### src/design/bds_pkg.sv
package bds_pkg;

    localparam int CAN_ID_W   = 11;
    localparam int SEQ_W      = 7;
    localparam int BODY_W     = 56;
    localparam int FRAME_W    = 40;
    localparam int CFG_DATA_W = 11;

    // Input command codes
    localparam logic CMD_INIT  = 1'b0;
    localparam logic CMD_FRAME = 1'b1;

    // Result kinds
    localparam logic [1:0] KIND_DATA  = 2'd0;
    localparam logic [1:0] KIND_RESP  = 2'd1;
    localparam logic [1:0] KIND_ABORT = 2'd2;

    // Abort codes
    localparam logic ABORT_SEQ    = 1'b0;
    localparam logic ABORT_REFUSE = 1'b1;

    // Configuration register indexes
    localparam logic REG_REPLY_CAN_ID   = 1'b0;
    localparam logic REG_BLOCK_SEGMENTS = 1'b1;

    // SDO command specifiers
    localparam logic [7:0] SCS_BLK_INIT = 8'hA0;
    localparam logic [7:0] SCS_BLK_END  = 8'hA1;
    localparam logic [7:0] SCS_BLK_ACK  = 8'hA2;
    localparam logic [2:0] CCS_BLK_END  = 3'b110;

    localparam logic [SEQ_W-1:0]  SEQ_FIRST  = 7'd1;
    localparam logic [SEQ_W-1:0]  SEQ_SECOND = 7'd2;
    localparam logic [2:0]        FULL_LEN   = 3'd7;
    localparam logic [BODY_W-1:0] BODY_MASK  = {BODY_W{1'b1}};

    typedef enum logic [1:0] {
        PH_IDLE,
        PH_START,
        PH_SUB,
        PH_END
    } t_phase;

    typedef struct packed {
        logic              cmd;
        logic [15:0]       object_index;
        logic [7:0]        object_subindex;
        logic [7:0]        frame_head;
        logic [BODY_W-1:0] frame_body;
        logic              sink_refuses;
    } t_in_beat;

    typedef struct packed {
        logic [1:0]          kind;
        logic [CAN_ID_W-1:0] tx_id;
        logic [FRAME_W-1:0]  frame_bytes;
        logic [BODY_W-1:0]   seg_data;
        logic [2:0]          seg_length;
        logic                abort_code;
        logic                transfer_done;
        logic                last;
    } t_out_beat;

    // One accepted item's results: one or two beats
    typedef struct packed {
        logic      two;
        t_out_beat res0;
        t_out_beat res1;
    } t_q_entry;

    function automatic t_out_beat mk_beat(
        input logic [1:0]          kind,
        input logic [CAN_ID_W-1:0] can_id,
        input logic [FRAME_W-1:0]  frame,
        input logic [BODY_W-1:0]   data,
        input logic [2:0]          len,
        input logic                code,
        input logic                done
    );
        t_out_beat b;
        b.kind          = kind;
        b.tx_id         = (kind == KIND_DATA) ? '0 : can_id;
        b.frame_bytes   = frame;
        b.seg_data      = data;
        b.seg_length    = len;
        b.abort_code    = code;
        b.transfer_done = done;
        b.last          = 1'b0;
        return b;
    endfunction

endpackage

### src/design/block_download_server_top.sv
// Server side of a CANopen SDO block download. An initiate beat answers with the
// block-initiate response (0xA0, index, subindex, block size) and arms sequence 1;
// each client frame beat is checked against the expected sequence number, the
// segment it carries is held back one frame and written out when the next frame
// arrives, sub-blocks are acknowledged with 0xA2 at the block size or on the
// last-segment flag, and the end frame writes the final 7-n bytes and answers 0xA1
// with transfer_done. Each input beat yields zero, one or two result beats, the
// last of them marked by last. The front classifies a beat and updates the transfer
// state in the cycle it is accepted, so one input beat is taken every clock while the
// queue has room; its results go through a QUEUE_DEPTH-entry queue to the back, which
// delivers one result beat per clock from a registered output while the receiver is
// ready. Sustained throughput is therefore one input beat per cycle while beats yield
// at most one result and the receiver is ready; the queue absorbs bursts. A result is
// registered in the queue and then in the output register before it shows at o_out.
// Write the configuration registers (0: reply CAN id, 1: block size) only while the
// block is idle; the port is always ready. No initialization pass is needed after reset.
module block_download_server_top import bds_pkg::*; #(
    parameter int QUEUE_DEPTH = 4
) (
    input  logic                  i_clk,
    input  logic                  i_rst_n,
    input  logic                  i_in_valid,
    output logic                  o_in_ready,
    input  t_in_beat              i_in,
    output logic                  o_out_valid,
    input  logic                  i_out_ready,
    output t_out_beat             o_out,
    input  logic                  i_cfg_valid,
    output logic                  o_cfg_ready,
    input  logic                  i_cfg_index,
    input  logic [CFG_DATA_W-1:0] i_cfg_data
);

    // Configuration registers
    logic [CAN_ID_W-1:0] r_reply_can_id;
    logic [SEQ_W-1:0]    r_block_segments;

    // Front to queue
    logic     w_push;
    t_q_entry w_push_entry;
    logic     w_not_full;

    // Queue to back
    logic     w_pop_valid;
    logic     w_pop_ready;
    t_q_entry w_pop_entry;

    assign o_cfg_ready = 1'b1;

    // Take a configuration beat on every valid cycle
    always_ff @(posedge i_clk) begin
        if (!i_rst_n) begin
            r_reply_can_id   <= '0;
            r_block_segments <= 7'd127;
        end else if (i_cfg_valid) begin
            unique case (i_cfg_index)
                REG_REPLY_CAN_ID:   r_reply_can_id   <= i_cfg_data[CAN_ID_W-1:0];
                REG_BLOCK_SEGMENTS: r_block_segments <= i_cfg_data[SEQ_W-1:0];
                default: begin
                end
            endcase
        end
    end

    // Front: accept, classify against the transfer state, form the result beats
    bds_front u_front (
        .i_clk            (i_clk),
        .i_rst_n          (i_rst_n),
        .i_in_valid       (i_in_valid),
        .o_in_ready       (o_in_ready),
        .i_in             (i_in),
        .i_reply_can_id   (r_reply_can_id),
        .i_block_segments (r_block_segments),
        .i_q_ready        (w_not_full),
        .o_q_valid        (w_push),
        .o_q_entry        (w_push_entry)
    );

    // Queue: decouple the front from output back-pressure
    bds_queue #(
        .DEPTH (QUEUE_DEPTH)
    ) u_queue (
        .i_clk        (i_clk),
        .i_rst_n      (i_rst_n),
        .i_push       (w_push),
        .i_push_entry (w_push_entry),
        .o_not_full   (w_not_full),
        .o_pop_valid  (w_pop_valid),
        .i_pop_ready  (w_pop_ready),
        .o_pop_entry  (w_pop_entry)
    );

    // Back: serialize one or two result beats per entry onto the output register
    bds_back u_back (
        .i_clk       (i_clk),
        .i_rst_n     (i_rst_n),
        .i_q_valid   (w_pop_valid),
        .o_q_ready   (w_pop_ready),
        .i_q_entry   (w_pop_entry),
        .o_out_valid (o_out_valid),
        .i_out_ready (i_out_ready),
        .o_out       (o_out)
    );

    // The second result of an item follows its first without a gap
    a_pair_back_to_back: assert property (@(posedge i_clk) disable iff (!i_rst_n)
        (o_out_valid && i_out_ready && !o_out.last) |=> o_out_valid)
        else $error("second result beat of an item did not follow directly");

    // A data write never carries a CAN id or frame bytes
    a_data_clean: assert property (@(posedge i_clk) disable iff (!i_rst_n)
        (o_out_valid && o_out.kind == KIND_DATA) |->
            (o_out.tx_id == '0 && o_out.frame_bytes == '0 && !o_out.transfer_done))
        else $error("data write beat carries response fields");

    // Completion only on the final end response, which closes its item
    a_done_is_end: assert property (@(posedge i_clk) disable iff (!i_rst_n)
        (o_out_valid && o_out.transfer_done) |->
            (o_out.kind == KIND_RESP && o_out.frame_bytes == {32'd0, SCS_BLK_END}
             && o_out.last))
        else $error("transfer_done on a beat other than the end response");

    // Front never pushes into a full queue
    a_no_overflow: assert property (@(posedge i_clk) disable iff (!i_rst_n)
        w_push |-> w_not_full)
        else $error("result entry pushed into a full queue");

    // Nothing is shown right after reset
    a_reset_quiet: assert property (@(posedge i_clk)
        $past(!i_rst_n) |-> !o_out_valid)
        else $error("output valid right after reset");

endmodule

### src/design/bds_front.sv
module bds_front import bds_pkg::*; (
    input  logic                  i_clk,
    input  logic                  i_rst_n,
    input  logic                  i_in_valid,
    output logic                  o_in_ready,
    input  t_in_beat              i_in,
    input  logic [CAN_ID_W-1:0]   i_reply_can_id,
    input  logic [SEQ_W-1:0]      i_block_segments,
    input  logic                  i_q_ready,
    output logic                  o_q_valid,
    output t_q_entry              o_q_entry
);

    t_phase              r_phase, n_phase;
    logic [SEQ_W-1:0]    r_expected_seq, n_expected_seq;
    logic [BODY_W-1:0]   r_held, n_held;
    logic                r_aborted, n_aborted;

    logic                w_accept;
    logic [SEQ_W-1:0]    w_seq;
    logic                w_flag;
    logic [2:0]          w_end_n;
    logic [2:0]          w_end_len;
    logic [BODY_W-1:0]   w_end_mask;
    logic [FRAME_W-1:0]  w_init_frame;
    logic [FRAME_W-1:0]  w_ack_frame;
    logic [1:0]          w_cnt;
    t_out_beat           w_res0, w_res1;

    assign o_in_ready = i_q_ready;
    assign w_accept   = i_in_valid && i_q_ready;
    assign w_seq      = i_in.frame_head[SEQ_W-1:0];
    assign w_flag     = i_in.frame_head[7];
    assign w_end_n    = i_in.frame_head[4:2];
    assign w_end_len  = FULL_LEN - w_end_n;
    assign w_end_mask = BODY_MASK >> {w_end_n, 3'b000};

    assign w_init_frame = {1'b0, i_block_segments, i_in.object_subindex,
                           i_in.object_index[15:8], i_in.object_index[7:0], SCS_BLK_INIT};
    assign w_ack_frame  = {16'd0, 1'b0, i_block_segments, 1'b0, w_seq, SCS_BLK_ACK};

    always_ff @(posedge i_clk) begin
        if (!i_rst_n) begin
            r_phase        <= PH_IDLE;
            r_expected_seq <= SEQ_FIRST;
            r_held         <= '0;
            r_aborted      <= 1'b0;
        end else begin
            r_phase        <= n_phase;
            r_expected_seq <= n_expected_seq;
            r_held         <= n_held;
            r_aborted      <= n_aborted;
        end
    end

    always_comb begin
        n_phase        = r_phase;
        n_expected_seq = r_expected_seq;
        n_held         = r_held;
        n_aborted      = r_aborted;
        w_res0         = '0;
        w_res1         = '0;
        w_cnt          = 2'd0;

        if (i_in.cmd == CMD_INIT) begin
            w_res0         = mk_beat(KIND_RESP, i_reply_can_id, w_init_frame, '0, '0,
                                     1'b0, 1'b0);
            w_cnt          = 2'd1;
            n_expected_seq = SEQ_FIRST;
            n_phase        = PH_START;
            n_aborted      = 1'b0;
        end else begin
            unique case (r_phase)
                PH_IDLE: begin
                end
                PH_START: begin
                    if (w_seq != r_expected_seq) begin
                        w_res0    = mk_beat(KIND_ABORT, i_reply_can_id, '0, '0, '0,
                                            ABORT_SEQ, 1'b0);
                        w_cnt     = 2'd1;
                        n_aborted = 1'b1;
                        n_phase   = PH_END;
                    end else begin
                        n_held         = i_in.frame_body;
                        n_expected_seq = SEQ_SECOND;
                        n_phase        = PH_SUB;
                    end
                end
                PH_SUB: begin
                    if (i_in.sink_refuses) begin
                        w_res0    = mk_beat(KIND_ABORT, i_reply_can_id, '0, '0, '0,
                                            ABORT_REFUSE, 1'b0);
                        w_cnt     = 2'd1;
                        n_aborted = 1'b1;
                        n_phase   = PH_END;
                    end else begin
                        // Release the segment held back from the previous frame
                        w_res0 = mk_beat(KIND_DATA, i_reply_can_id, '0, r_held, FULL_LEN,
                                         1'b0, 1'b0);
                        w_cnt  = 2'd1;
                        if (w_seq != r_expected_seq) begin
                            w_res1    = mk_beat(KIND_ABORT, i_reply_can_id, '0, '0, '0,
                                                ABORT_SEQ, 1'b0);
                            w_cnt     = 2'd2;
                            n_aborted = 1'b1;
                            n_phase   = PH_END;
                        end else begin
                            n_held         = i_in.frame_body;
                            n_expected_seq = w_seq + SEQ_FIRST;
                            if (w_flag) begin
                                n_phase = PH_END;
                            end
                            if (w_seq == i_block_segments || w_flag) begin
                                w_res1         = mk_beat(KIND_RESP, i_reply_can_id,
                                                         w_ack_frame, '0, '0, 1'b0, 1'b0);
                                w_cnt          = 2'd2;
                                n_expected_seq = SEQ_FIRST;
                            end
                        end
                    end
                end
                PH_END: begin
                    if (i_in.frame_head[7:5] == CCS_BLK_END) begin
                        if (!r_aborted) begin
                            if (i_in.sink_refuses) begin
                                w_res0    = mk_beat(KIND_ABORT, i_reply_can_id, '0, '0,
                                                    '0, ABORT_REFUSE, 1'b0);
                                n_aborted = 1'b1;
                            end else begin
                                w_res0 = mk_beat(KIND_DATA, i_reply_can_id, '0,
                                                 r_held & w_end_mask, w_end_len,
                                                 1'b0, 1'b0);
                            end
                            w_res1 = mk_beat(KIND_RESP, i_reply_can_id,
                                             {32'd0, SCS_BLK_END}, '0, '0, 1'b0, 1'b1);
                            w_cnt  = 2'd2;
                        end else begin
                            w_res0 = mk_beat(KIND_RESP, i_reply_can_id,
                                             {32'd0, SCS_BLK_END}, '0, '0, 1'b0, 1'b1);
                            w_cnt  = 2'd1;
                        end
                        n_phase = PH_IDLE;
                    end
                end
                default: begin
                end
            endcase
        end

        if (w_cnt == 2'd2) begin
            w_res1.last = 1'b1;
        end else begin
            w_res0.last = 1'b1;
        end

        // Hold all state unless the item is actually taken
        if (!w_accept) begin
            n_phase        = r_phase;
            n_expected_seq = r_expected_seq;
            n_held         = r_held;
            n_aborted      = r_aborted;
        end
    end

    assign o_q_valid      = w_accept && (w_cnt != 2'd0);
    assign o_q_entry.two  = (w_cnt == 2'd2);
    assign o_q_entry.res0 = w_res0;
    assign o_q_entry.res1 = w_res1;

endmodule

### src/design/bds_queue.sv
module bds_queue import bds_pkg::*; #(
    parameter int DEPTH = 4
) (
    input  logic     i_clk,
    input  logic     i_rst_n,
    input  logic     i_push,
    input  t_q_entry i_push_entry,
    output logic     o_not_full,
    output logic     o_pop_valid,
    input  logic     i_pop_ready,
    output t_q_entry o_pop_entry
);

    localparam int AW = $clog2(DEPTH);

    t_q_entry        r_mem [DEPTH];
    logic [AW-1:0]   r_wr_ptr, r_rd_ptr;
    logic [AW:0]     r_count;
    logic            w_pop;
    logic            w_push;

    assign o_not_full  = (r_count != (AW+1)'(DEPTH));
    assign o_pop_valid = (r_count != '0);
    assign o_pop_entry = r_mem[r_rd_ptr];
    assign w_pop       = o_pop_valid && i_pop_ready;
    assign w_push      = i_push && o_not_full;

    always_ff @(posedge i_clk) begin
        if (w_push) begin
            r_mem[r_wr_ptr] <= i_push_entry;
        end
    end

    // Wrap the pointers at the last entry so any depth works
    always_ff @(posedge i_clk) begin
        if (!i_rst_n) begin
            r_wr_ptr <= '0;
            r_rd_ptr <= '0;
            r_count  <= '0;
        end else begin
            if (w_push) begin
                r_wr_ptr <= (r_wr_ptr == AW'(DEPTH - 1)) ? '0 : r_wr_ptr + 1'b1;
            end
            if (w_pop) begin
                r_rd_ptr <= (r_rd_ptr == AW'(DEPTH - 1)) ? '0 : r_rd_ptr + 1'b1;
            end
            case ({w_push, w_pop})
                2'b10:   r_count <= r_count + 1'b1;
                2'b01:   r_count <= r_count - 1'b1;
                default: r_count <= r_count;
            endcase
        end
    end

endmodule

### src/design/bds_back.sv
module bds_back import bds_pkg::*; (
    input  logic      i_clk,
    input  logic      i_rst_n,
    input  logic      i_q_valid,
    output logic      o_q_ready,
    input  t_q_entry  i_q_entry,
    output logic      o_out_valid,
    input  logic      i_out_ready,
    output t_out_beat o_out
);

    logic      r_out_valid, n_out_valid;
    logic      r_pend_valid, n_pend_valid;
    t_out_beat r_out, n_out;
    t_out_beat r_pend, n_pend;
    logic      w_slot_free;

    assign w_slot_free = !r_out_valid || i_out_ready;
    assign o_q_ready   = w_slot_free && !r_pend_valid;
    assign o_out_valid = r_out_valid;
    assign o_out       = r_out;

    always_comb begin
        n_out_valid  = r_out_valid;
        n_pend_valid = r_pend_valid;
        n_out        = r_out;
        n_pend       = r_pend;
        if (w_slot_free) begin
            if (r_pend_valid) begin
                n_out        = r_pend;
                n_out_valid  = 1'b1;
                n_pend_valid = 1'b0;
            end else if (i_q_valid) begin
                n_out        = i_q_entry.res0;
                n_out_valid  = 1'b1;
                n_pend       = i_q_entry.res1;
                n_pend_valid = i_q_entry.two;
            end else begin
                n_out_valid = 1'b0;
            end
        end
    end

    always_ff @(posedge i_clk) begin
        if (!i_rst_n) begin
            r_out_valid  <= 1'b0;
            r_pend_valid <= 1'b0;
        end else begin
            r_out_valid  <= n_out_valid;
            r_pend_valid <= n_pend_valid;
        end
    end

    always_ff @(posedge i_clk) begin
        r_out  <= n_out;
        r_pend <= n_pend;
    end

endmodule

### config.mk
export PLATFORM = sky130hd
export DESIGN_NAME = block_download_server_top
export DESIGN_NICKNAME = d
export VERILOG_FILES = /design/src/design/bds_pkg.sv /design/src/design/block_download_server_top.sv /design/src/design/bds_front.sv /design/src/design/bds_queue.sv /design/src/design/bds_back.sv
export SDC_FILE = /design/constraint.sdc
export NUM_CORES = 1
export LEC_CHECK = 0
export BUFFER_PORTS_ARGS = -buffer_cell sky130_fd_sc_hd__clkbuf_2
export CORE_MARGIN = 2
export CORE_UTILIZATION = 60
export DETAILED_ROUTE_END_ITERATION = 12
export GPL_TIMING_DRIVEN = 0
export PLACE_DENSITY_LB_ADDON = 0.1
export SETUP_SLACK_MARGIN = 0.3
export SLEW_MARGIN = 20
export SYNTH_ARGS = -nofsm -noshare
export SYNTH_HDL_FRONTEND = slang
export SYNTH_SLANG_ARGS = --single-unit
### constraint.sdc
create_clock -name i_clk -period 8 [get_ports i_clk]
set_clock_uncertainty 0.1 [all_clocks]
set_input_delay 0.4 -clock i_clk [delete_from_list [all_inputs] [get_ports i_clk]]
set_output_delay 0.4 -clock i_clk [all_outputs]
set_load 0.05 [all_outputs]
== After elaboration in Yosys (flattened, before gate mapping) ==
Memory sizes are Yosys's and may differ from the RTL's. A register that Yosys moved wholly into a read port is not among the register bits.
Index checks and enable logic that the tools add are counted.

* RAM bits: 924
* Bits in registers: 323
* Latch bits: 0
* Memories kept: 1
* ROM bits: 0
* Word-level logic and storage cells: 140
* Output and inout port bits: 118
* Input port bits: 107

{| class="wikitable"
|+ Memory list
! name !! depth !! bits a word !! rd ports !! clocked after memory_dff !! write ports !! line !! source
|-
| u_queue.r_mem || 4 || 231 || 1 || 1 || 1 || bds_queue.sv:16 || <nowiki>t_q_entry r_mem [DEPTH];</nowiki>
|}

* $mul: 0
* $lt $le $gt $ge: 0
* Reduce and logical (&&, ||, !) cells: 22
* Bitwise gates (word level): 3
* Div/mod/pow operators: 0
* Shift operators: 1
* Mux-type cells: 60
* Equal/unequal tests: 20
* $add $sub $neg: 6

{| class="wikitable"
|+ Operators by type and width
! kind !! number
|-
| $mux W115 || 12
|-
| $pmux W115 S3 || 1
|-
| $pmux W115 S2 || 1
|-
| $mux W114 || 2
|-
| $mux W56 || 2
|-
| $pmux W56 S2 || 1
|-
| $and A56 B56 Y56 || 1
|-
| $shr A56 B6 Y56 const A || 1
|-
| $mux W7 || 5
|-
| $mux W2 || 15
|-
| $mux W1 || 16
|-
| $pmux W7 S2 || 1
|-
| $eq A2 B2 Y1 const B || 6
|-
| $ne A3 B3 Y1 const B || 4
|-
| $pmux W2 S3 || 2
|-
| $reduce_and A4 Y1 || 2
|-
| $reduce_bool A2 Y1 || 4
|-
| $add A7 B1 Y7 const B || 1
|-
| $eq A7 B7 Y1 || 1
|-
| $ne A7 B7 Y1 || 1
|-
| $pmux W3 S2 || 1
|-
| $reduce_and A2 Y1 || 3
|-
| $reduce_and A3 Y1 || 2
|-
| $logic_and A1 B1 Y1 || 5
|-
| other kinds (17) || 22
|}

== Depth between registers and ports, before layout ==
* Depth after elaboration: 12
* Mapped depth: 13
* Mapped depth without buffers: 12

== Hierarchy ==
A second synthesis with hierarchy kept.

* Cell total of the unflattened synthesis: 2278
* Area, all modules: 47792.1 µm²

{| class="wikitable"
|+ By module, submodules not included
! module !! cells an instance !! times used !! sequential area each (µm²) !! area each (µm²)
|-
| bds_queue || 1263 || 1 || 27926.8 || 33832.4
|-
| bds_back || 369 || 1 || 6946.7 || 8421.8
|-
| bds_front || 563 || 1 || 1321.3 || 4730.8
|-
| block_download_server_top || 83 || 1 || 360.3 || 807.0
|}

== Worst setup path before layout ==
Ideal clock, no wire load.

* Path type: reg-to-reg
* Start point: register u_back.r_pend_valid
* End point: register u_back.r_out, in the netlist u_back.o_out[0] (enable)
* Required time: 7.326 ns
* Setup time: 0.574 ns
* Cell stages (with the launch flop): 4
* Arrival time: 5.210 ns
* Setup slack: 2.116 ns
* Period minus slack after synthesis: 5.884 ns
* Buffers on the path: 1
* Cells stage by stage: dfxtp_1 > clkbuf_1 > nor4_1 > nor2_1

* Longest elaborated chain between the ends: 2

{| class="wikitable"
|+ Ends and longest elaborated chain
! what !! line !! source
|-
| from (decl) || bds_back.sv:13 || <nowiki>logic r_pend_valid, n_pend_valid;</nowiki>
|-
| from (signal assigned) || bds_back.sv:50 || <nowiki>r_pend_valid <= n_pend_valid;</nowiki>
|-
| $reduce_bool A2 Y1 (no source line) || -- ||
|-
| $reduce_and A2 Y1 (no source line) || -- ||
|-
| to (signal assigned) || bds_back.sv:55 || <nowiki>r_out <= n_out;</nowiki>
|-
| to (decl) || bds_back.sv:14 || <nowiki>t_out_beat r_out, n_out;</nowiki>
|}

Every way passes these cells.
A chain may end at the register's enable or synchronous reset.

== Worst setup path in the final report ==
* Start point: register u_front.r_expected_seq[2]
* End point: memory u_queue.r_mem[2][190] (netlist bit) (enable)

* Longest elaborated chain between the ends: 10
* Elaborated cells on any way between the ends: 11
* Classes of those cells: eq/ne: 1; mux: 7; reduce/logical: 3

{| class="wikitable"
|+ Ends and longest elaborated chain
! what !! line !! source
|-
| from (decl) || bds_front.sv:15 || <nowiki>logic [SEQ_W-1:0] r_expected_seq, n_expected_seq;</nowiki>
|-
| from (signal assigned) || bds_front.sv:50 || <nowiki>r_expected_seq <= n_expected_seq;</nowiki>
|-
| $ne A7 B7 Y1 * || bds_front.sv:77, bds_front.sv:101 ||
|-
| $mux W2 || bds_front.sv:101 || <nowiki>if (w_seq != r_expected_seq) begin</nowiki>
|-
| $mux W2 || bds_front.sv:90 || <nowiki>if (i_in.sink_refuses) begin</nowiki>
|-
| $pmux W2 S3 * || bds_front.sv:73 || <nowiki>unique case (r_phase)</nowiki>
|-
| $mux W2 * || bds_front.sv:65 || <nowiki>if (i_in.cmd == CMD_INIT) begin</nowiki>
|-
| $reduce_bool A2 Y1 * || bds_front.sv:165 || <nowiki>assign o_q_valid = w_accept && (w_cnt != 2'd0);</nowiki>
|-
| $logic_and A1 B1 Y1 * || bds_front.sv:165 ||
|-
| $logic_and A1 B1 Y1 * || bds_queue.sv:26 || <nowiki>assign w_push = i_push && o_not_full;</nowiki>
|-
| $mux W1 * || bds_queue.sv:29 || <nowiki>if (w_push) begin</nowiki>
|-
| $mux W1 (not written as such) * || bds_queue.sv:30 || <nowiki>r_mem[r_wr_ptr] <= i_push_entry;</nowiki>
|-
| to (decl) || bds_queue.sv:16 ||
|}

Mark *: on every way between the ends. The rest lies on a longest branch, timed or not.

==> metrics.txt <==
# TYPE chip_impl_metric gauge
chip_impl_info{name="critPathKind",value="flop to flop"} 1
chip_impl_metric{name="die_x",unit="µm"} 227
chip_impl_metric{name="detailroute.via_count",unit=""} 15912
chip_impl_info{name="critical_path.reg2reg.endpoint",value="u_queue.r_mem[2][190]$_DFFE_PP_"} 1
chip_impl_metric{name="maxCapViolations",unit=""} 0
chip_impl_metric{name="fp-row-count",unit=""} 81
chip_impl_metric{name="syn_area_per_cell",unit="µm²"} 17.9
chip_impl_info{name="clock_tree.root_cell",value="sky130_fd_sc_hd__clkbuf_16"} 1
chip_impl_info{name="tritoncts_clock_tree",value="built"} 1
chip_impl_metric{name="floorplan.die_area",unit="µm²"} 51600
chip_impl_metric{name="timing.hold.worst_path_depth",unit=""} 4
chip_impl_metric{name="required",unit="ns"} 8.21
chip_impl_metric{name="clkTransAtPathRegs",unit="ns"} 0.06
chip_impl_metric{name="yosys.area_share.adder",unit=""} 0.00528
chip_impl_metric{name="tightest_slew",unit="ns"} 0.999
chip_impl_metric{name="post_route_cells_drive_above_1_share",unit=""} 0.272
chip_impl_info{name="timing.critical_path.mode_cell",value="sky130_fd_sc_hd__buf_12"} 1
chip_impl_info{name="netlist_top_cells_area",value="sky130_fd_sc_hd__edfxtp_1 68%, sky130_fd_sc_hd__mux4_2 10%, sky130_fd_sc_hd__dfxtp_1 6.4%"} 1
chip_impl_metric{name="grt_max_degree",unit=""} 46
chip_impl_metric{name="worstPathArrival",unit="ns"} 3.65
chip_impl_metric{name="synth_compound_area_frac",unit=""} 0.0233
chip_impl_metric{name="drt_pass1_iterations",unit=""} 5
chip_impl_info{name="timing.rr.start",value="u_front.r_expected_seq[2]$_SDFFE_PN0P_"} 1
chip_impl_metric{name="initial_utilization",unit=""} 0.609
chip_impl_metric{name="initial_antenna_violation_count",unit=""} 5
chip_impl_metric{name="area_growth_syn_to_layout",unit="%"} 18.3
chip_impl_info{name="outcome",value="completed"} 1
chip_impl_info{name="final_common_cell",value="sky130_fd_sc_hd__edfxtp_1"} 1
chip_impl_metric{name="cts.sinks",unit=""} 776
chip_impl_info{name="most_frequent_cells_in_the_layout",value="681 x sky130_fd_sc_hd__edfxtp_1, 217 x sky130_fd_sc_hd__clkbuf_2, 176 x sky130_fd_sc_hd__nand2_1"} 1
chip_impl_info{name="worst_min_delay_path_class",value="primary input to flop"} 1
chip_impl_metric{name="setup_viol_count_final",unit=""} 0
chip_impl_metric{name="final-hold-violation-count",unit=""} 0
chip_impl_metric{name="ir_drop",unit="mV"} 0.215
chip_impl_info{name="cpLargestDelayFamily",value="simple AND/OR/NAND/NOR gates"} 1
chip_impl_metric{name="cp_slowest_stage_delay",unit="ns"} 0.64
chip_impl_metric{name="wl",unit="µm"} 63500
chip_impl_metric{name="htreeDepth",unit=""} 3
chip_impl_info{name="crit_chain",value="xnor2_1, and4_1, a21boi_1, o2111a_1, and2_4, buf_16, buf_12, buf_12"} 1
chip_impl_metric{name="timing.max_slew.rel_slack",unit=""} 0.334
chip_impl_metric{name="core_region_area",unit="µm²"} 49100
chip_impl_metric{name="tritoncts.num_buffers",unit=""} 77
chip_impl_metric{name="synth_cells",unit=""} 1664
chip_impl_metric{name="netlist_area",unit="µm²"} 29900
chip_impl_metric{name="timing.final.crit_share",unit=""} 0.430
chip_impl_metric{name="report.power.total",unit="µW"} 11900
chip_impl_metric{name="postSynthRegisterBits",unit=""} 776
chip_impl_metric{name="synth.top_cell.area_share",unit=""} 0.685
chip_impl_metric{name="insertion_delay",unit="ns"} 0.63
chip_impl_metric{name="synth-edff-count",unit=""} 681
chip_impl_metric{name="drt_iter0_markers",unit=""} 1292
chip_impl_info{name="grt_setup_unrepaired",value="no"} 1
chip_impl_metric{name="synth.yosys.seq_area_share",unit=""} 0.749
chip_impl_metric{name="cts_setup_buffers",unit=""} 0
chip_impl_metric{name="ant_nets",unit=""} 0
chip_impl_info{name="worst_hold_path.endpoint",value="r_reply_can_id[10]$_SDFFE_PN0P_"} 1
chip_impl_metric{name="clock_tree.buffer_depth",unit=""} 3
chip_impl_info{name="synth_top_family_by_area",value="multiplexers"} 1
chip_impl_metric{name="power.static_leakage",unit="µW"} 0.0119
chip_impl_metric{name="post_synth_xor_xnor_area",unit=""} 0.00641
chip_impl_metric{name="weighted_congestion_at_the_end_of_routability_driven_global_placement",unit=""} 0.884
chip_impl_metric{name="yosys.area_share.simple",unit=""} 0.0826
chip_impl_metric{name="crit_fanout",unit=""} 41
chip_impl_metric{name="grt_pass1_wl",unit="µm"} 94400
chip_impl_metric{name="routed_via_density",unit=""} 5.72
chip_impl_metric{name="rrSetupSlack",unit="ns"} 4.56
chip_impl_metric{name="synthArstFlopShare",unit=""} 0
chip_impl_metric{name="floorplan.io_pins",unit=""} 225
chip_impl_metric{name="average_routed_wire_per_standard_cell",unit="µm"} 22.9
chip_impl_metric{name="grt.overflow.total",unit=""} 0
chip_impl_info{name="min_delay_startpoint",value="i_cfg_valid"} 1
chip_impl_metric{name="finalWorstPathRequiredPeriod",unit="ns"} 3.44
chip_impl_metric{name="maxSlewViolCount",unit=""} 0
chip_impl_metric{name="count_of_buffers_from_port_buffering",unit=""} 216
chip_impl_metric{name="final_util",unit=""} 0.720
chip_impl_metric{name="synthMuxAreaShare",unit=""} 0.116
chip_impl_metric{name="worstRegToRegCells",unit=""} 8
chip_impl_metric{name="synth-warning-count",unit=""} 0
chip_impl_metric{name="die_height",unit="µm"} 227
chip_impl_info{name="synth-main-ff-cell",value="sky130_fd_sc_hd__edfxtp_1"} 1
chip_impl_info{name="cp-end-kind",value="flop"} 1
chip_impl_metric{name="fmax",unit="MHz"} 291
chip_impl_info{name="synth_top_area_cell",value="sky130_fd_sc_hd__edfxtp_1"} 1
chip_impl_metric{name="route.detailed.drc",unit=""} 0
chip_impl_metric{name="place.detailed.hpwl",unit="µm"} 39800
chip_impl_info{name="crit_slowest_cell",value="sky130_fd_sc_hd__and2_4"} 1
chip_impl_metric{name="overall_global_routing_usage",unit=""} 0.252
chip_impl_info{name="startpoint_type",value="flop"} 1
chip_impl_metric{name="synth.lib_cells_used.distinct",unit=""} 62
chip_impl_metric{name="path_buf_inv",unit=""} 3
chip_impl_metric{name="finish.net_count",unit=""} 2171
chip_impl_metric{name="number_of_global_route_vias_before_repair",unit=""} 16027
chip_impl_info{name="critical_path.startpoint",value="u_front.r_expected_seq[2]$_SDFFE_PN0P_"} 1
chip_impl_metric{name="power_density_cells",unit="nW/µm²"} 338
==> flip-flops by register name, summed over array words and instances (netlist names), named ones only <==
| signal | cells |
|---|---|
| r_block_segments | 7 |
| r_reply_can_id | 11 |
| u_back.o_out | 107 |
| u_back.o_out_valid | 1 |
| u_back.r_pend | 30 |
| u_back.r_pend_valid | 1 |
| u_front.r_aborted | 1 |
| u_front.r_expected_seq | 7 |
| u_front.r_held | 56 |
| u_front.r_phase | 2 |
| u_queue.r_count | 3 |
| u_queue.r_mem | 544 |
| u_queue.r_rd_ptr | 2 |
| u_queue.r_wr_ptr | 2 |
==> layer usage <==
layer / global-route usage / wire, µm / share of wire
met5: 0 / 23 / 0.00036
met4: 0.0985 / 1940 / 0.031
met3: 0.0478 / 4040 / 0.064
met2: 0.399 / 30900 / 0.49
met1: 0.355 / 26700 / 0.42
==> Yosys cell counts (all sizes together) (15+ instances only) <==
| cell | instances |
|---|---|
| a21oi | 77 |
| nand2 | 176 |
| edfxtp | 681 |
| inv | 15 |
| dfxtp | 95 |
| mux2 | 29 |
| buf | 48 |
| mux4 | 136 |
| nor2b | 125 |
| clkbuf | 45 |
| nor2 | 20 |
| and2 | 76 |
==> where the power goes <==
| part | internal, µW | switching [µW] |
|---|---|---|
| Clock | 1940 | 1440 |
| Combinational | 1030 | 2200 |
| Sequential | 5150 | 183 |
==> how the worst max path moves through the flow <==
| stage | slack [ns] | cells past startpoint | end |
|---|---|---|---|
| 6_report | 4.56 | 8 | u_queue.r_mem[2][190]$_DFFE_PP_ |
| 5_1_grt | 4.39 | 8 | u_queue.r_mem[2][189]$_DFFE_PP_ |
| 4_1_cts | 4.53 | 8 | u_queue.r_mem[2][196]$_DFFE_PP_ |
| 3_5_place_dp | 4.25 | 9 | u_queue.r_mem[2][193]$_DFFE_PP_ |
| 3_3_place_gp | -1.70 | 3 | u_back.o_out[45]$_SDFFCE_PP0P_ |
| 2_1_floorplan | 2.12 | 3 | u_back.o_out[0]$_DFFE_PP_ |
==> kinds of logic after synthesis <==
family | after synthesis
other | 2
AND/OR/NAND/NOR | 455
XOR/XNOR | 21
adder cells (fa/ha/maj) | 12
multiplexers | 173
AO/OA/AOI/OAI | 117
buffers and inverters | 108
flip-flops | 776
==> tightest hold or removal path, stage by stage <==
cell	delay, ns
sky130_fd_sc_hd__clkbuf_2	0.11
sky130_fd_sc_hd__nand2b_1	0.08
sky130_fd_sc_hd__nand2_1	0.07
sky130_fd_sc_hd__a21oi_1	0.05
==> area by class of cell <==
cell class,instances,area [µm²]
sequential,776,22400
fill,3178,13700
multi-input combinational,784,7030
timing repair buffer,305,2210
clock buffer,111,2150
tap,664,831
buffer,93,463
clock inverter,31,208
inverter,15,56.3
antenna,1,2.50
==> per-stage QoR <==
stage	std cells	TNS (ns)	hold slack [ns]	cell area (µm²)	setup slack [ns]
4_1_cts	2779	0	0.0131	35300	4.53
2_1_floorplan	1668	0	0.327	29900	2.12
3_5_place_dp	2569	0	0.339	32300	4.25
5_1_grt	2780	0	0.0741	35300	4.39
6_report	2780	0	0.0426	35300	4.56
3_3_place_gp	2548	-300.71	0.334	31800	-1.70
==> what timing repair did <==
action / CTS / global route
resized for setup: 0 / 0
hold buffers: 68 / 0
hold endpoints to repair: 74 / 0
Note: power is estimated with default switching activity, not from simulation.
